==> src/rtl/crq_pkg.sv <==
`default_nettype none

package crq_pkg;

   localparam int QUEUE_DEPTH = 8;
   localparam int PTR_W = (QUEUE_DEPTH > 1) ? $clog2(QUEUE_DEPTH) : 1;
   localparam int CNT_W = $clog2(QUEUE_DEPTH + 1);
   localparam int KEY_W = 40;

   typedef enum logic [1:0] {
      ACT_REPORT = 2'd0,
      ACT_POLL   = 2'd1,
      ACT_GRANT  = 2'd2,
      ACT_DONE   = 2'd3
   } action_type;

   typedef enum logic [3:0] {
      ST_QUEUED      = 4'd0,
      ST_DUPLICATE   = 4'd1,
      ST_FULL        = 4'd2,
      ST_IDLE        = 4'd3,
      ST_REQUESTED   = 4'd4,
      ST_REQ_FAILED  = 4'd5,
      ST_POPPED      = 4'd6,
      ST_EMPTY_GRANT = 4'd7,
      ST_DONE        = 4'd8
   } status_type;

   typedef enum logic [1:0] {
      SEQ_IDLE,
      SEQ_SCAN,
      SEQ_POP,
      SEQ_RESULT
   } seq_state_type;

   typedef struct packed {
      logic [7:0]  endpoint;
      logic [15:0] cluster;
      logic [15:0] attribute;
   } key_type;

   typedef struct packed {
      action_type action;
      key_type    key;
      logic       buffer_ok;
   } item_type;

   typedef struct packed {
      status_type status;
      logic       out_valid;
      key_type    key;
      logic [3:0] queue_count;
   } result_type;

   // ring pointer step, wraps at the queue depth
   function automatic logic [PTR_W-1:0] ptr_inc(input logic [PTR_W-1:0] p);
      logic [PTR_W-1:0] r;
      if (p == PTR_W'(QUEUE_DEPTH - 1)) begin
         r = '0;
      end else begin
         r = p + PTR_W'(1);
      end
      return r;
   endfunction

   function automatic logic [3:0] count_low4(input logic [CNT_W-1:0] c);
      logic [CNT_W+3:0] w;
      w = {4'b0000, c};
      return w[3:0];
   endfunction

endpackage

`default_nettype wire

==> src/rtl/crq_if.sv <==
`default_nettype none

interface crq_req_if;
   logic        valid;
   logic        ready;
   logic [1:0]  action;
   logic [7:0]  endpoint;
   logic [15:0] cluster;
   logic [15:0] attribute;
   logic        buffer_ok;

   modport source (output valid, output action, output endpoint, output cluster,
                   output attribute, output buffer_ok, input ready);
   modport sink (input valid, input action, input endpoint, input cluster,
                 input attribute, input buffer_ok, output ready);
endinterface

interface crq_rsp_if;
   logic        valid;
   logic        ready;
   logic [3:0]  status;
   logic        out_valid;
   logic [7:0]  out_endpoint;
   logic [15:0] out_cluster;
   logic [15:0] out_attribute;
   logic [3:0]  queue_count;

   modport source (output valid, output status, output out_valid, output out_endpoint,
                   output out_cluster, output out_attribute, output queue_count,
                   input ready);
   modport sink (input valid, input status, input out_valid, input out_endpoint,
                 input out_cluster, input out_attribute, input queue_count,
                 output ready);
endinterface

`default_nettype wire

==> src/rtl/crq_ram.sv <==
`default_nettype none

module crq_ram #(
   parameter int WIDTH = 8,
   parameter int DEPTH = 8
) (
   input  wire logic                                       clock,
   input  wire logic                                       wr_en,
   input  wire logic [((DEPTH > 1) ? $clog2(DEPTH) : 1)-1:0] wr_addr,
   input  wire logic [WIDTH-1:0]                           wr_data,
   input  wire logic [((DEPTH > 1) ? $clog2(DEPTH) : 1)-1:0] rd_addr,
   output      logic [WIDTH-1:0]                           rd_data
);

   logic [WIDTH-1:0] mem_ff [DEPTH];
   logic [WIDTH-1:0] rd_data_ff;

   always_ff @(posedge clock) begin
      if (wr_en) begin
         mem_ff[wr_addr] <= wr_data;
      end
      rd_data_ff <= mem_ff[rd_addr];
   end

   assign rd_data = rd_data_ff;

endmodule

`default_nettype wire

==> src/rtl/crq_seq.sv <==
`default_nettype none

module crq_seq (
   input  wire logic                clock,
   input  wire logic                reset,
   input  wire logic                item_valid,
   output      logic                item_ready,
   input  wire crq_pkg::item_type   item,
   output      logic                res_valid,
   input  wire logic                res_ready,
   output      crq_pkg::result_type res
);
   import crq_pkg::*;

   seq_state_type    state_ff, state_in;
   item_type         item_ff, item_in;
   result_type       res_ff, res_in;
   logic [CNT_W-1:0] count_ff, count_in;
   logic [PTR_W-1:0] head_ff, head_in;
   logic [PTR_W-1:0] tail_ff, tail_in;
   logic [PTR_W-1:0] addr_ff, addr_in;
   logic [PTR_W-1:0] scan_ff, scan_in;
   logic             in_flight_ff, in_flight_in;

   logic             ram_we;
   logic [PTR_W-1:0] ram_waddr;
   logic [KEY_W-1:0] ram_wdata;
   logic [PTR_W-1:0] ram_raddr;
   logic [KEY_W-1:0] ram_rdata;
   logic             scan_last;

   crq_ram #(
      .WIDTH (KEY_W),
      .DEPTH (QUEUE_DEPTH)
   ) u_ram (
      .clock   (clock),
      .wr_en   (ram_we),
      .wr_addr (ram_waddr),
      .wr_data (ram_wdata),
      .rd_addr (ram_raddr),
      .rd_data (ram_rdata)
   );

   assign scan_last = (CNT_W'(scan_ff) + CNT_W'(1)) == count_ff;

   always_ff @(posedge clock) begin
      if (reset) begin
         state_ff     <= SEQ_IDLE;
         count_ff     <= '0;
         head_ff      <= '0;
         tail_ff      <= '0;
         in_flight_ff <= 1'b0;
      end else begin
         state_ff     <= state_in;
         count_ff     <= count_in;
         head_ff      <= head_in;
         tail_ff      <= tail_in;
         in_flight_ff <= in_flight_in;
      end
      item_ff <= item_in;
      res_ff  <= res_in;
      addr_ff <= addr_in;
      scan_ff <= scan_in;
   end

   always_comb begin
      state_in     = state_ff;
      item_in      = item_ff;
      res_in       = res_ff;
      count_in     = count_ff;
      head_in      = head_ff;
      tail_in      = tail_ff;
      addr_in      = addr_ff;
      scan_in      = scan_ff;
      in_flight_in = in_flight_ff;
      item_ready   = 1'b0;
      res_valid    = 1'b0;
      ram_we       = 1'b0;
      ram_waddr    = tail_ff;
      ram_wdata    = item_ff.key;
      ram_raddr    = addr_ff;

      case (state_ff)
         SEQ_IDLE: begin
            item_ready = 1'b1;
            // head read starts now so the scan or pop sees it next cycle
            ram_raddr  = head_ff;
            if (item_valid) begin
               item_in             = item;
               res_in              = '0;
               res_in.queue_count  = count_low4(count_ff);
               addr_in             = head_ff;
               scan_in             = '0;
               state_in            = SEQ_RESULT;
               case (item.action)
                  ACT_REPORT: begin
                     if (count_ff == '0) begin
                        ram_we             = 1'b1;
                        ram_wdata          = item.key;
                        tail_in            = ptr_inc(tail_ff);
                        count_in           = count_ff + CNT_W'(1);
                        res_in.status      = ST_QUEUED;
                        res_in.queue_count = count_low4(count_ff + CNT_W'(1));
                     end else begin
                        state_in = SEQ_SCAN;
                     end
                  end
                  ACT_POLL: begin
                     if (count_ff != '0 && !in_flight_ff) begin
                        if (item.buffer_ok) begin
                           in_flight_in  = 1'b1;
                           res_in.status = ST_REQUESTED;
                        end else begin
                           res_in.status = ST_REQ_FAILED;
                        end
                     end else begin
                        res_in.status = ST_IDLE;
                     end
                  end
                  ACT_GRANT: begin
                     if (count_ff == '0) begin
                        in_flight_in  = 1'b0;
                        res_in.status = ST_EMPTY_GRANT;
                     end else begin
                        state_in = SEQ_POP;
                     end
                  end
                  default: begin
                     in_flight_in  = 1'b0;
                     res_in.status = ST_DONE;
                  end
               endcase
            end
         end
         SEQ_SCAN: begin
            // one stored key compared per cycle, next one read in parallel
            if (key_type'(ram_rdata) == item_ff.key) begin
               res_in.status = ST_DUPLICATE;
               state_in      = SEQ_RESULT;
            end else if (scan_last) begin
               if (count_ff < CNT_W'(QUEUE_DEPTH)) begin
                  ram_we             = 1'b1;
                  tail_in            = ptr_inc(tail_ff);
                  count_in           = count_ff + CNT_W'(1);
                  res_in.status      = ST_QUEUED;
                  res_in.queue_count = count_low4(count_ff + CNT_W'(1));
               end else begin
                  res_in.status = ST_FULL;
               end
               state_in = SEQ_RESULT;
            end else begin
               scan_in   = scan_ff + PTR_W'(1);
               addr_in   = ptr_inc(addr_ff);
               ram_raddr = ptr_inc(addr_ff);
            end
         end
         SEQ_POP: begin
            res_in.out_valid   = 1'b1;
            res_in.key         = key_type'(ram_rdata);
            res_in.status      = ST_POPPED;
            res_in.queue_count = count_low4(count_ff - CNT_W'(1));
            head_in            = ptr_inc(head_ff);
            count_in           = count_ff - CNT_W'(1);
            state_in           = SEQ_RESULT;
         end
         SEQ_RESULT: begin
            res_valid = 1'b1;
            if (res_ready) begin
               state_in = SEQ_IDLE;
            end
         end
         default: begin
            state_in = SEQ_IDLE;
         end
      endcase
   end

   assign res = res_ff;

   a_write_has_room: assert property (@(posedge clock) disable iff (reset)
      ram_we |-> count_ff < CNT_W'(QUEUE_DEPTH))
      else $error("append with a full queue");

   a_write_bumps_count: assert property (@(posedge clock) disable iff (reset)
      ram_we |=> count_ff == $past(count_ff) + CNT_W'(1))
      else $error("append did not advance the count");

   a_head_moves_on_pop: assert property (@(posedge clock) disable iff (reset)
      state_ff != SEQ_POP |=> head_ff == $past(head_ff))
      else $error("head moved outside a pop");

   a_one_item_at_a_time: assert property (@(posedge clock) disable iff (reset)
      item_valid && item_ready |=> !item_ready)
      else $error("new transfer accepted while an item is in work");

   a_entry_only_on_pop: assert property (@(posedge clock) disable iff (reset)
      res_valid && res.out_valid |-> res.status == ST_POPPED)
      else $error("entry presented without a pop");

endmodule

`default_nettype wire

==> src/rtl/coalescing_report_queue.sv <==
`default_nettype none

// path, transfer in to result: poll, done, empty grant and a report into an empty queue
// set the result straight from idle; a pop first reads the head entry in the pop state,
// other reports first compare the stored entries one by one in the scan state
// throughput: one item at a time, the next transfer in is taken once the result has
// moved on to the output register and the sequencer is idle again; the duplicate scan
// reads one entry per cycle through one shared comparator
// reset: synchronous, active high; clears count, pointers, in-flight flag and output
// valid, entry RAM contents are not cleared

module coalescing_report_queue (
   input wire logic   clock,
   input wire logic   reset,
   crq_req_if.sink    req_ch,
   crq_rsp_if.source  rsp_ch
);
   import crq_pkg::*;

   item_type   item;
   logic       res_valid;
   logic       res_ready;
   result_type res;

   logic       rsp_valid_ff, rsp_valid_in;
   result_type rsp_ff, rsp_in;

   assign item.action    = action_type'(req_ch.action);
   assign item.key       = '{endpoint: req_ch.endpoint, cluster: req_ch.cluster,
                             attribute: req_ch.attribute};
   assign item.buffer_ok = req_ch.buffer_ok;

   crq_seq u_seq (
      .clock      (clock),
      .reset      (reset),
      .item_valid (req_ch.valid),
      .item_ready (req_ch.ready),
      .item       (item),
      .res_valid  (res_valid),
      .res_ready  (res_ready),
      .res        (res)
   );

   // output register frees as soon as the held result transfers
   assign res_ready = !rsp_valid_ff || rsp_ch.ready;

   always_comb begin
      rsp_valid_in = rsp_valid_ff;
      rsp_in       = rsp_ff;
      if (res_valid && res_ready) begin
         rsp_valid_in = 1'b1;
         rsp_in       = res;
      end else if (rsp_ch.ready) begin
         rsp_valid_in = 1'b0;
      end
   end

   always_ff @(posedge clock) begin
      if (reset) begin
         rsp_valid_ff <= 1'b0;
      end else begin
         rsp_valid_ff <= rsp_valid_in;
      end
      rsp_ff <= rsp_in;
   end

   assign rsp_ch.valid         = rsp_valid_ff;
   assign rsp_ch.status        = rsp_ff.status;
   assign rsp_ch.out_valid     = rsp_ff.out_valid;
   assign rsp_ch.out_endpoint  = rsp_ff.key.endpoint;
   assign rsp_ch.out_cluster   = rsp_ff.key.cluster;
   assign rsp_ch.out_attribute = rsp_ff.key.attribute;
   assign rsp_ch.queue_count   = rsp_ff.queue_count;

endmodule

`default_nettype wire

==> src/flat_wrapper.sv <==
// flat-port wrapper written by rule: the top's interface ports become plain ports
module coalescing_report_queue_flat import crq_pkg::*;
  (clock, reset, req_ch_valid, req_ch_action, req_ch_endpoint, req_ch_cluster, req_ch_attribute, req_ch_buffer_ok, req_ch_ready, rsp_ch_valid, rsp_ch_status, rsp_ch_out_valid, rsp_ch_out_endpoint, rsp_ch_out_cluster, rsp_ch_out_attribute, rsp_ch_queue_count, rsp_ch_ready);
  crq_req_if req_ch_i ();
  crq_rsp_if rsp_ch_i ();
  input wire logic clock;
  input wire logic reset;
  input wire logic [$bits(req_ch_i.valid)-1:0] req_ch_valid;
  input wire logic [$bits(req_ch_i.action)-1:0] req_ch_action;
  input wire logic [$bits(req_ch_i.endpoint)-1:0] req_ch_endpoint;
  input wire logic [$bits(req_ch_i.cluster)-1:0] req_ch_cluster;
  input wire logic [$bits(req_ch_i.attribute)-1:0] req_ch_attribute;
  input wire logic [$bits(req_ch_i.buffer_ok)-1:0] req_ch_buffer_ok;
  output wire logic [$bits(req_ch_i.ready)-1:0] req_ch_ready;
  output wire logic [$bits(rsp_ch_i.valid)-1:0] rsp_ch_valid;
  output wire logic [$bits(rsp_ch_i.status)-1:0] rsp_ch_status;
  output wire logic [$bits(rsp_ch_i.out_valid)-1:0] rsp_ch_out_valid;
  output wire logic [$bits(rsp_ch_i.out_endpoint)-1:0] rsp_ch_out_endpoint;
  output wire logic [$bits(rsp_ch_i.out_cluster)-1:0] rsp_ch_out_cluster;
  output wire logic [$bits(rsp_ch_i.out_attribute)-1:0] rsp_ch_out_attribute;
  output wire logic [$bits(rsp_ch_i.queue_count)-1:0] rsp_ch_queue_count;
  input wire logic [$bits(rsp_ch_i.ready)-1:0] rsp_ch_ready;
  assign req_ch_i.valid = req_ch_valid;
  assign req_ch_i.action = req_ch_action;
  assign req_ch_i.endpoint = req_ch_endpoint;
  assign req_ch_i.cluster = req_ch_cluster;
  assign req_ch_i.attribute = req_ch_attribute;
  assign req_ch_i.buffer_ok = req_ch_buffer_ok;
  assign req_ch_ready = req_ch_i.ready;
  assign rsp_ch_valid = rsp_ch_i.valid;
  assign rsp_ch_status = rsp_ch_i.status;
  assign rsp_ch_out_valid = rsp_ch_i.out_valid;
  assign rsp_ch_out_endpoint = rsp_ch_i.out_endpoint;
  assign rsp_ch_out_cluster = rsp_ch_i.out_cluster;
  assign rsp_ch_out_attribute = rsp_ch_i.out_attribute;
  assign rsp_ch_queue_count = rsp_ch_i.queue_count;
  assign rsp_ch_i.ready = rsp_ch_ready;
  coalescing_report_queue u_core (.clock(clock), .reset(reset), .req_ch(req_ch_i), .rsp_ch(rsp_ch_i));
endmodule
==> config.mk <==
export PLATFORM = sky130hd
export DESIGN_NAME = coalescing_report_queue_flat
export DESIGN_NICKNAME = d
export VERILOG_FILES = /design/src/rtl/crq_pkg.sv /design/src/rtl/crq_if.sv /design/src/rtl/crq_ram.sv /design/src/rtl/crq_seq.sv /design/src/rtl/coalescing_report_queue.sv /design/src/flat_wrapper.sv
export SDC_FILE = /design/constraint.sdc
export NUM_CORES = 1
export LEC_CHECK = 0
export BUFFER_PORTS_ARGS = -buffer_cell sky130_fd_sc_hd__buf_2
export CELL_PAD_IN_SITES_DETAIL_PLACEMENT = 0
export CELL_PAD_IN_SITES_GLOBAL_PLACEMENT = 1
export CORE_MARGIN = 5
export CORE_UTILIZATION = 57
export DETAILED_ROUTE_END_ITERATION = 8
export MAX_ROUTING_LAYER = met4
export PLACE_DENSITY_LB_ADDON = 0.1
export SETUP_SLACK_MARGIN = 0.2
export SLEW_MARGIN = 30
export SYNTH_ARGS = -nofsm -noshare
export SYNTH_HDL_FRONTEND = slang
export SYNTH_SLANG_ARGS = --single-unit
export TNS_END_PERCENT = 5
==> constraint.sdc <==
create_clock -name clock -period 12.82 [get_ports clock]
set_input_delay 0 -clock clock [delete_from_list [all_inputs] [get_ports clock]]
set_output_delay 0 -clock clock [all_outputs]
set_load 0.03 [all_outputs]
==> results.md, run 1 <==
* Run status: complete, no violations
* Leakage at 7.82 nW
* Critical path peak fanout at 21
* Largest stage delay on the critical path at roughly 0.85 ns
* Top_reg_cell synth: sky130_fd_sc_hd__edfxtp_1
* Hold violation count in the final report at 0
* Type of origin of the critical path: flip-flop
* GRT Overall Usage at 22.9%
* Arrival time at the worst endpoint at 5.20 ns
* Peak Freq at roughly 210 MHz
* Worst Setup End Kind: flip-flop
* CTS Sinks at 518
* Dominant cell by count in the synthesized netlist: sky130_fd_sc_hd__edfxtp_1
* Final setup margin at ~8 ns
* Hold Crit Class: in2reg
* Post-synthesis async set-or-reset flop share at 0%
* Required time worst endpoint at 13.28 ns
* Clock tree from TritonCTS: yes
* Die Width at 197 um
* Clock latency of the later-clocked register in the worst-skew pair at 0.58 ns
* Cell type with the largest total area after synthesis: sky130_fd_sc_hd__edfxtp_1
* CTS Buffer Depth at 3
* Clock input transition at the sequential cells of the worst setup and hold paths at ~0.060 ns
* Max Cap Violations at 0
* Post-Place Worst Slack at around 8 ns
* First-pass GRT wire length at ~65000 um
* Final worst path period share at about 37%
* Effective utilization at floorplan at a little under three fifths
* RSZ-0062 raised after global routing: false
* Largest cells by area after synthesis: sky130_fd_sc_hd__edfxtp_1, sky130_fd_sc_hd__dfxtp_1, sky130_fd_sc_hd__mux2i_1, sky130_fd_sc_hd__mux4_2, sky130_fd_sc_hd__mux2_2
* Worst Path Class, Setup: reg2reg
* Post-route DRC at 0
* Worst max-slew margin expressed relative to the limit at between 30% and 40%
* Post-synth EDFFs at about 460
* Length of the first detailed-routing pass in iterations at 5
* Mean cell area of the mapped netlist at around 18 um2
* Total of endpoints with negative setup slack in the final report at 0
* Share of cells above drive strength 1 at between 20 and 25%
* Final number of max-transition violations at 0
* Via count of the first global-routing pass at ~10000
* Cell count after synthesis at roughly 1100
* Remaining number of nets flagged by the antenna check after routing at 0
* Aggregate negative setup slack at 0 ns
* Area growth, synth to finish at 15.7%
* Worst setup skew after layout at about 0.023 ns
* Mean number of vias per cell at approximately 5.8
* Overall via count from detail_route at 10106
* Overall power at around 5.5 mW
* Post-layout minimum cycle time at between 4 and 5 ns
* Count of buffers from port buffering at 97
* Vertical die dimension at ~200 um
* Crit path max-delay cell type: sky130_fd_sc_hd__and2_1
* Most used standard cells in the synthesized netlist: sky130_fd_sc_hd__edfxtp_1, sky130_fd_sc_hd__mux2i_1, sky130_fd_sc_hd__dfxtp_1
* Htree depth at 2
* Ant diodes at 0
* Netlist Area Pre-Place at about 20000 um2
* TritonCTS buffer count at 52
* Standard-cell row count at 68
* Core area at approximately 34000 um2
* CP cell instances: xor2_1 -> nor4_1 -> nand4_1 -> nor4_4 -> nand2b_1 -> a211o_2 -> and2_1 -> buf_4 -> a22oi_1 -> o21a_1
* Number of antenna violations at the first check in global routing at 0
* FF+latch count, synth at roughly 520
* Top-area cell type share of the netlist area at a little over two thirds
* Worst-Margin Slew at between 0.9 and 1 ns
* Overall routed net length at around 43000 um
* Post-CTS setup repair buffer count at 0
* Full die area at 38600 um2
* Number of warnings issued by yosys at 0
* HPWL reported at the end of detailed placement at 24400 um
* Power Density at ~240 nW/um2
* GP Congestion at 0.742
* Cell variety after synth at 49
* Part of the Yosys area used for sequential elements at 75.7%
* Drt initial violations at approximately 700
* Grt ovf at 0
* Number of top-level design ports at 98
* Fin nets at ~1300
* VDD IR max at 0.000152 V
* Root Buffer Master: sky130_fd_sc_hd__clkbuf_16
* Maximum number of pins on one net before global-route repair at 50
* Fillcell total at roughly 2400
* Mapped Nets at about 1100
* Post-detailed-route wirelength per cell at around 24 um
## layout by cell type (no fill, tap or decap), types with 39 or more instances in the layout
cell type,instances
sky130_fd_sc_hd__mux2_2,41
sky130_fd_sc_hd__and2_1,44
sky130_fd_sc_hd__o21a_1,40
sky130_fd_sc_hd__buf_2,97
sky130_fd_sc_hd__dfxtp_1,54
sky130_fd_sc_hd__mux2i_1,91
sky130_fd_sc_hd__dlygate4sd3_1,49
sky130_fd_sc_hd__edfxtp_1,464
sky130_fd_sc_hd__mux4_2,39
sky130_fd_sc_hd__a22oi_1,42
sky130_fd_sc_hd__clkbuf_16,53
## routing by layer
layer  share of wire (%)  vias up  GRT usage [%]
met1                  42     5255           30.6
met3                 4.9       43           3.37
li1                    -     4557              -
met2                  52      251           38.3
met4                 1.5        0           4.73
met5                   0        -              -
## cells by family after synthesis
group,after synthesis,share of synthesized area (%)
adders and majority gates,13,0.820
AOI/OAI and AO/OA,121,4.47
DFF,518,75.7
xor gates and xnor gates,46,2.10
muxes,171,11.3
and+or+nand+nor,149,4.03
buffers and inverters,61,1.53
## sequential cells by signal, indices dropped and copies added, names as in the netlist
| name | count |
|---|---|
| u_core.u_seq.u_ram.mem_ff | 320 |
| u_core.u_seq.res | 49 |
| u_core.u_seq.item_ff | 40 |
| u_core.u_seq.u_ram.rd_data | 40 |
| u_core.rsp_ch.out_attribute | 16 |
| u_core.rsp_ch.out_cluster | 16 |
| u_core.rsp_ch.out_endpoint | 8 |
| u_core.rsp_ch.queue_count | 4 |
| u_core.rsp_ch.status | 4 |
| u_core.u_seq.count_ff | 4 |
| u_core.u_seq.addr_ff | 3 |
| u_core.u_seq.head_ff | 3 |
| u_core.u_seq.ram_waddr | 3 |
| u_core.u_seq.scan_ff | 3 |
| u_core.u_seq.state_ff | 2 |
| u_core.rsp_ch.out_valid | 1 |
| u_core.rsp_ch.valid | 1 |
| u_core.u_seq.in_flight_ff | 1 |
## worst paths after layout
kind	startpoint	end	slack, ns	depth (start not counted)
worst max-delay path	u_core.u_seq.item_ff[27]	u_core.u_seq.u_ram.rd_data[23]	8.08	10
worst min-delay path	req_ch_attribute[13]	u_core.u_seq.item_ff[14]	0.15	2
worst max register to register	u_core.u_seq.item_ff[27]	u_core.u_seq.u_ram.rd_data[23]	8.08	10
worst min register to register	u_core.u_seq.res[22]	u_core.rsp_ch.out_cluster[2]	0.41	0
## what timing repair did
| item | in CTS | in global routing |
|---|---|---|
| endpoints found under the hold margin | 378 | 0 |
| resized for setup | 0 | 0 |
| hold buffers | 49 | 0 |
## power by group
group	switching, mW	total, mW	internal (mW)
logic	1.04	1.76	0.716
clock network	0.611	1.40	0.785
registers	0.117	2.35	2.23
## per-stage QoR
stage	utilization (%)	instance area, um2	hold WS, ns	instances
floorplan	-	19800	0.0691	1079
global placement	60.6	20900	0.191	1601
detailed placement	60.6	20900	0.193	1601
CTS	66.6	22900	0.118	1746
global route	66.6	22900	0.131	1746
finish	66.6	22900	0.147	1746
## cell type report
cell class | count | area, um2 | share of cell area (%)
multi-input cells | 500 | 4610 | 20.1
clock buffers | 71 | 1430 | 6.25
repair buffers | 167 | 1130 | 4.94
inverters | 10 | 37.5 | 0.164
well taps | 455 | 569 | 2.48
flip-flops and latches | 518 | 15000 | 65.4
clock inverters | 25 | 144 | 0.627
## worst max-delay path, delay by kind of cell, from the launching register on
family	cells	cell delay, ns
AOI/OAI and AO/OA	3	0.93
xor gates and xnor gates	1	0.21
buffers and inverters	1	0.47
DFF	1	0.40
and+or+nand+nor	5	2.58
No activity file was read; power rests on OpenSTA's default activity.
==> run 2: changes to the inputs <==
--- a/config.mk
+++ b/config.mk
@@ -9,7 +9,7 @@
 export CELL_PAD_IN_SITES_DETAIL_PLACEMENT = 0
 export CELL_PAD_IN_SITES_GLOBAL_PLACEMENT = 1
 export CORE_MARGIN = 5
-export CORE_UTILIZATION = 57
+export CORE_UTILIZATION = 53
 export DETAILED_ROUTE_END_ITERATION = 8
 export MAX_ROUTING_LAYER = met4
 export PLACE_DENSITY_LB_ADDON = 0.1
==> constraint.sdc (replaced) <==
create_clock -name clock -period 4.5 [get_ports clock]
set_input_delay 0 -clock clock [delete_from_list [all_inputs] [get_ports clock]]
set_output_delay 0 -clock clock [all_outputs]
set_load 0.03 [all_outputs]
==> run 2 against run 1 <==
Against the previous run:
- final cell count is 0.86% higher
- via count is 1.4% lower
- worst hold slack worse by 0.0082 ns
- critical endpoint is now u_core.u_seq.u_ram.rd_data[26]
==> results.md, run 2 (same netlist as run 1, synthesis figures left out) <==
* Logic depth of the worst path, buffers included at 9 (-1)
* TritonCTS buffer count at 52 (unchanged)
* Most common cell after layout, fill and taps aside: sky130_fd_sc_hd__edfxtp_1
* RSZ-0062 raised after global routing: false
* Number of top-level design ports at 98 (unchanged)
* Standard-cell row count at 70 (+2.9%)
* Die Width at 203 um (+3.5%)
* Post-route DRC at 0 (unchanged)
* VDD IR max at 0.000521 V (+240%)
* Clock tree from TritonCTS: yes
* Slack of the worst reg-to-reg path at 0.77 ns (-7.31 ns)
* Worst-Margin Slew at 0.873 ns (-0.0693 ns)
* Final number of max-transition violations at 0 (unchanged)
* Startpoint of the worst register-to-register path: u_core.u_seq.item_ff[12]
* Drt initial violations at 734 (+1.9%)
* Type of origin of the critical path: flip-flop
* Clock input transition at the sequential cells of the worst setup and hold paths at 0.06 ns (about the same)
* Largest stage delay on the critical path at 0.53 ns (-0.32 ns)
* Post-route cell area at 23100 um2 (+0.71%)
* Required time worst endpoint at 4.96 ns (-8.32 ns)
* Hold Crit Class: in2reg
* Vertical die dimension at 203 um (+3.5%)
* Capture point of the worst reg-to-reg path: u_core.u_seq.u_ram.rd_data[26]
* Clock latency of the later-clocked register in the worst-skew pair at 0.58 ns (about the same)
* Worst Setup End Kind: flip-flop
* Post-layout minimum cycle time at 3.73 ns (-1.01 ns)
* GP Congestion at 0.761 (+2.6%)
* Area growth, synth to finish at 16.5%
* Cells resized by post-CTS repair at 0 (unchanged)
* Critical path peak fanout at 18 (-14%)
* Overall routed net length at 42900 um (+0.80%)
* Largest delay share family, worst path: simple AND/OR/NAND/NOR gates
* Root Buffer Master: sky130_fd_sc_hd__clkbuf_16
* Arrival time at the worst endpoint at 4.19 ns (-1.01 ns)
* Register-to-Register Path Depth at 9 (-1)
* Fin nets at 1314 (+0.38%)
* Placed cell count at 1618 (+1.1%)
* Effective utilization at floorplan at 53.9% (-3.6 points)
* Leakage at 7.85 nW (+0.31%)
* Post-detailed-route wirelength per cell at 24.4 um (about the same)
* Max Cap Violations at 0 (unchanged)
* Aggregate negative setup slack at 0 ns (unchanged)
* Largest register by flop count: u_core.u_seq.u_ram.mem_ff
* Ant diodes at 0 (unchanged)
* Overall via count from detail_route at 9961 (-1.4%)
* Run status: complete, no violations
* Share of cells above drive strength 1 at 22.4% (+0.043 points)
* Grt ovf at 0 (unchanged)
* Power Density at 680 nW/um2 (+180%)
* Peak Freq at 268 MHz (+27%)
* Final cell count without fillers at 1761 (+0.86%)
* First-pass GRT wire length at 64400 um (-0.20%)
* Post-Route Hold Slack at 0.138 ns (-0.00822 ns)
* Mean number of vias per cell at 5.66 (-2.3%)
* Crit path max-delay cell type: sky130_fd_sc_hd__a211o_2
* Worst Path Class, Setup: reg2reg
* Post-Place Worst Slack at 0.757 ns (-7.29 ns)
* Remaining number of nets flagged by the antenna check after routing at 0 (unchanged)
* Number of flip-flops under the largest register name at 320 (unchanged)
* Overall power at 15.7 mW (+190%)
* Length of the first detailed-routing pass in iterations at 4 (-1)
* Count of buffers from port buffering at 97 (unchanged)
* Number of antenna violations at the first check in global routing at 0 (unchanged)
* Via count of the first global-routing pass at 10204 (-2.7%)
* Hold violation count in the final report at 0 (unchanged)
* Htree depth at 2 (unchanged)
* Commonest non-fill, non-tap cells in the layout: sky130_fd_sc_hd__edfxtp_1, sky130_fd_sc_hd__buf_2, sky130_fd_sc_hd__mux2i_1, sky130_fd_sc_hd__dfxtp_1, sky130_fd_sc_hd__clkbuf_16
* Final worst path period share at 82.8% (+46 points)
* Total of endpoints with negative setup slack in the final report at 0 (unchanged)
* Worst setup skew after layout at 0.0181 ns (-0.00499 ns)
* HPWL reported at the end of detailed placement at 23500 um (-3.5%)
* End point of the critical path: u_core.u_seq.u_ram.rd_data[26]
* Fin util at 62.8% (-3.8 points)
* Core area at 36800 um2 (+6.8%)
* GRT Overall Usage at 21.6% (-1.3 points)
* Full die area at 41400 um2 (+7.2%)
* CP cell instances: xor2_1 -> nor4_1 -> nand4_1 -> nor4_4 -> nand2b_1 -> a211o_2 -> buf_4 -> mux4_2 -> o21a_1
* Final setup margin at 0.773 ns (-7.31 ns)
* Maximum number of pins on one net before global-route repair at 81 (+62%)
* Worst max-slew margin expressed relative to the limit at 41.6% (+4.4 points)
* Launching element of the worst setup path: u_core.u_seq.item_ff[12]
* Worst path bufs/invs at 1 (unchanged)
* CTS Buffer Depth at 3 (unchanged)
* CTS Sinks at 518 (unchanged)
* Cell depth of the worst min-delay path at 2 (unchanged)
* Placed cell areas at 21000 um2 (+0.82%)
## run 2: power by group
part | leakage (nW) | switching (mW) | internal (mW) | total [mW]
Clock | 0.760 | 1.69 | 2.26 | 3.96
Sequential | 4.70 | 0.339 | 6.35 | 6.68
Combinational | 2.38 | 2.91 | 2.15 | 5.06
## run 2: worst min-delay path by stage
stage	from	to
3_5_place_dp	req_ch_attribute[15]	u_core.u_seq.item_ff[16]
6_report	req_ch_attribute[15]	u_core.u_seq.item_ff[16]
2_1_floorplan	reset	u_core.u_seq.ram_waddr[1]
4_1_cts	req_ch_attribute[15]	u_core.u_seq.item_ff[16]
5_1_grt	req_ch_attribute[15]	u_core.u_seq.item_ff[16]
3_3_place_gp	req_ch_cluster[1]	u_core.u_seq.item_ff[18]
## run 2: cell type report
type | instances | area, um2
fillers | 2589 | 13700
clock buffers | 69 | 1430
inverters | 10 | 37.5
multi-input cells | 500 | 4620
repair buffers | 172 | 1290
clock inverters | 24 | 133
flip-flops and latches | 518 | 15000
well taps | 468 | 586
## run 2: what timing repair did
action,CTS,global route
setup buffers,0,0
hold buffers,50,0
endpoints found under the setup margin,0,0
hold endpoints to repair,378,0
## run 2: per-layer routing
layer | vias to the layer above | part of all wire [%] | GRT usage, %
met5 | - | 0 | -
met4 | 0 | 2.5 | 6.24
met3 | 71 | 4.1 | 2.86
met2 | 240 | 49 | 34.5
met1 | 5076 | 45 | 29.7
li1 | 4574 | - | -
==> run 3: changes to the inputs <==
--- a/config.mk
+++ b/config.mk
@@ -5,11 +5,12 @@
 export SDC_FILE = /design/constraint.sdc
 export NUM_CORES = 1
 export LEC_CHECK = 0
+export ABC_AREA = 1
 export BUFFER_PORTS_ARGS = -buffer_cell sky130_fd_sc_hd__buf_2
 export CELL_PAD_IN_SITES_DETAIL_PLACEMENT = 0
 export CELL_PAD_IN_SITES_GLOBAL_PLACEMENT = 1
 export CORE_MARGIN = 5
-export CORE_UTILIZATION = 53
+export CORE_UTILIZATION = 49
 export DETAILED_ROUTE_END_ITERATION = 8
 export MAX_ROUTING_LAYER = met4
 export PLACE_DENSITY_LB_ADDON = 0.1
==> constraint.sdc (replaced) <==
create_clock -name clock -period 3.6 [get_ports clock]
set_input_delay 0 -clock clock [delete_from_list [all_inputs] [get_ports clock]]
set_output_delay 0 -clock clock [all_outputs]
set_load 0.03 [all_outputs]
==> run 3 against run 2 <==
Against the previous run:
- clock skew fell by 0.0076 ns
- non-clock buffer count increased by 7
- count of clock-buffer cells in the layout up 7
- register-to-register slack got worse by 0.42 ns
- fmax increased by 15%
- critical path type unchanged
- largest cell class unchanged
- highest routed layer unchanged
==> results.md, run 3 <==
* Largest register by flop count: u_core.u_seq.u_ram.mem_ff
* Post-route cell area at 26000 um2 (+13%)
* Type of origin of the critical path: flip-flop
* Number of flip-flops under the largest register name at 320 (unchanged)
* Placed cell areas at 23600 um2 (+12%)
* Final worst path period share at 90.3% (+7.4 points)
* Power Density at 983 nW/um2 (+45%)
* Post-route DRC at 0 (unchanged)
* Clock tree from TritonCTS: yes
* Total of endpoints with negative setup slack in the final report at 0 (unchanged)
* FF+latch count, synth at 518 (unchanged)
* Fin nets at 2361 (+80%)
* First-pass GRT wire length at 84900 um (+32%)
* Cell type with the largest total area after synthesis: sky130_fd_sc_hd__edfxtp_1
* Grt ovf at 0 (unchanged)
* Root Buffer Master: sky130_fd_sc_hd__clkbuf_16
* Clock latency of the later-clocked register in the worst-skew pair at 0.61 ns (+0.03 ns)
* Share of cells above drive strength 1 at 11.4% (-11 points)
* Commonest non-fill, non-tap cells in the layout: sky130_fd_sc_hd__nand2_1, sky130_fd_sc_hd__edfxtp_1, sky130_fd_sc_hd__inv_1, sky130_fd_sc_hd__nand3_1, sky130_fd_sc_hd__buf_2
* Drt initial violations at 1152 (+57%)
* Overall via count from detail_route at 14731 (+48%)
* Final number of max-transition violations at 0 (unchanged)
* Standard-cell row count at 78 (+11%)
* GP Congestion at 0.838 (+10%)
* Effective utilization at floorplan at 49.4% (-4.6 points)
* Mapped Nets at 2215 (+94%)
* Most used standard cells in the synthesized netlist: sky130_fd_sc_hd__nand2_1, sky130_fd_sc_hd__edfxtp_1, sky130_fd_sc_hd__inv_1
* Number of top-level design ports at 98 (unchanged)
* Peak Freq at 308 MHz (+15%)
* Hold violation count in the final report at 0 (unchanged)
* Total area of multi-input combinational cells at 5260 um2 (+14%)
* Overall routed net length at 55600 um (+30%)
* Worst max-slew margin expressed relative to the limit at 37.0% (-4.6 points)
* Clock input transition at the sequential cells of the worst setup and hold paths at 0.06 ns (about the same)
* Post-CTS setup repair buffer count at 0 (unchanged)
* Core area at 45200 um2 (+23%)
* Critical path peak fanout at 27 (+9)
* Htree depth at 2 (unchanged)
* Post-layout minimum cycle time at 3.25 ns (-0.478 ns)
* Post-Place Worst Slack at 0.383 ns (-0.374 ns)
* Maximum number of pins on one net before global-route repair at 121 (+49%)
* Aggregate negative setup slack at 0 ns (unchanged)
* CTS Buffer Depth at 3 (unchanged)
* Most common cell after layout, fill and taps aside: sky130_fd_sc_hd__nand2_1
* Via count of the first global-routing pass at 14303 (+40%)
* CTS Sinks at 518 (unchanged)
* Worst Path Class, Setup: reg2reg
* Final setup margin at 0.351 ns (-0.422 ns)
* TritonCTS buffer count at 55 (+5.8%)
* RSZ-0062 raised after global routing: false
* Max Cap Violations at 0 (unchanged)
* Top-area cell type share of the netlist area at 62.5% (-7.8 points)
* Number of antenna violations at the first check in global routing at 0 (unchanged)
* GRT Overall Usage at 22.8% (+1.2 points)
* Remaining number of nets flagged by the antenna check after routing at 0 (unchanged)
* Full die area at 49900 um2 (+20%)
* Hold Crit Class: in2reg
* Cell variety after synth at 38 (-22%)
* Part of the Yosys area used for sequential elements at 67.3% (-8.4 points)
* Number of warnings issued by yosys at 0 (unchanged)
* Dominant cell by count in the synthesized netlist: sky130_fd_sc_hd__nand2_1
* Largest cells by area after synthesis: sky130_fd_sc_hd__edfxtp_1, sky130_fd_sc_hd__nand2_1, sky130_fd_sc_hd__nand3_1, sky130_fd_sc_hd__inv_1, sky130_fd_sc_hd__dfxtp_1
* Run status: complete, no violations
* Worst Setup End Kind: flip-flop
* Footprint of the flip-flops and latches at 15000 um2 (unchanged)
* Count of buffers from port buffering at 97 (unchanged)
* Post-detailed-route wirelength per cell at 18.9 um (-23%)
* Post-synth EDFFs at 464 (unchanged)
* Ant diodes at 0 (unchanged)
* Top_reg_cell synth: sky130_fd_sc_hd__edfxtp_1
* Fillcell total at 3813 (+47%)
* Post-synthesis async set-or-reset flop share at 0% (unchanged)
* Die Width at 223 um (+9.8%)
* Worst setup skew after layout at 0.0105 ns (-0.00758 ns)
* Mean cell area of the mapped netlist at 10.3 um2 (-44%)
* Netlist Area Pre-Place at 22300 um2 (+12%)
* Post-Route Hold Slack at 0.114 ns (-0.0246 ns)
* Mean number of vias per cell at 5.00 (-12%)
* Length of the first detailed-routing pass in iterations at 5 (+1)
* Worst-Margin Slew at 0.942 ns (+0.0693 ns)
* Cell count after synthesis at 2155 (+100%)
* Vertical die dimension at 223 um (+9.8%)
* Required time worst endpoint at 3.84 ns (-1.12 ns)
* Area growth, synth to finish at 16.8%
* HPWL reported at the end of detailed placement at 30900 um (+31%)
* Arrival time at the worst endpoint at 3.49 ns (-0.70 ns)
* Overall power at 25.6 mW (+63%)
* Leakage at 11.6 nW (+48%)
* VDD IR max at 0.00105 V (+100%)
-- run 3: cell types whose count changed after synthesis, sizes merged, moves of 35 or more --
cell	before	now
nand2	17	534
inv	10	446
nand3	7	334
mux2i	91	0
and2	44	0
a21oi	6	47
a22oi	42	2
o21a	40	0
mux4	39	0
nor2	40	75
-- run 3: kinds of logic after synthesis --
group / count (synthesis) / share of synthesized area, %
flip-flops: 518 / 67.3
adder cells (fa/ha/maj): 13 / 0.729
multiplexers: 18 / 0.909
AND/OR/NAND/NOR: 964 / 18.4
XOR/XNOR: 19 / 0.746
AO/OA/AOI/OAI: 82 / 2.06
buffers and inverters: 541 / 9.79
-- run 3: worst paths after layout --
kind / slack [ns] / end / depth (start not counted) / startpoint
max reg2reg: 0.35 / u_core.u_seq.u_ram.mem_ff[5][9] / 12 / u_core.u_seq.item_ff[35]
min: 0.11 / u_core.u_seq.item_ff[38] / 2 / req_ch_endpoint[5]
min reg2reg: 0.42 / u_core.rsp_ch.out_attribute[12] / 0 / u_core.u_seq.res[16]
max: 0.35 / u_core.u_seq.u_ram.mem_ff[5][9] / 12 / u_core.u_seq.item_ff[35]
-- run 3: critical path, stage by stage, from the launching register on --
cell	delay (ns)
sky130_fd_sc_hd__edfxtp_1	0.41
sky130_fd_sc_hd__nand2_1	0.09
sky130_fd_sc_hd__nand2_1	0.06
sky130_fd_sc_hd__nand2_1	0.19
sky130_fd_sc_hd__nor2_1	0.11
sky130_fd_sc_hd__nand2_1	0.12
sky130_fd_sc_hd__nor2_2	0.08
sky130_fd_sc_hd__nand3_1	0.26
sky130_fd_sc_hd__inv_1	0.13
sky130_fd_sc_hd__o31ai_1	0.35
sky130_fd_sc_hd__nand2_1	0.33
sky130_fd_sc_hd__nor3_4	0.21
sky130_fd_sc_hd__buf_4	0.46
-- run 3: power by group --
part | switching [mW] | leakage [nW] | total [mW] | internal [mW]
clock network | 2.32 | 0.921 | 5.86 | 3.54
logic | 7.90 | 5.99 | 11.2 | 3.30
registers | 0.524 | 4.70 | 8.55 | 8.03
total | 10.7 | 11.6 | 25.6 | 14.9
-- run 3: layout make-up --
type	count	area share, %
flip-flops and latches	518	57.7
well taps	600	2.88
multi-input cells	1096	20.2
clock buffers	76	5.86
inverters	451	6.52
clock inverters	28	1.36
repair buffers	179	5.53
-- run 3: timing repair --
item | in CTS | in global routing
hold buffers | 48 | 0
gates resized for setup | 0 | 1
hold endpoints to repair | 376 | 0
endpoints found under the setup margin | 0 | 2
-- run 3: layer usage --
layer,GRT usage [%],vias up,routed length [um]
li1,-,7248,-
met1,31.1,6984,25100
met2,36.6,423,26300
met3,2.93,76,3190
met4,6.36,0,1090
met5,-,-,0
-- run 3: through the flow --
step,instances,utilization [%]
after floorplan,2155,-
after global placement,2795,52.3
after detailed placement,2795,52.3
after CTS,2947,57.6
after global routing,2948,57.6
final,2948,57.6
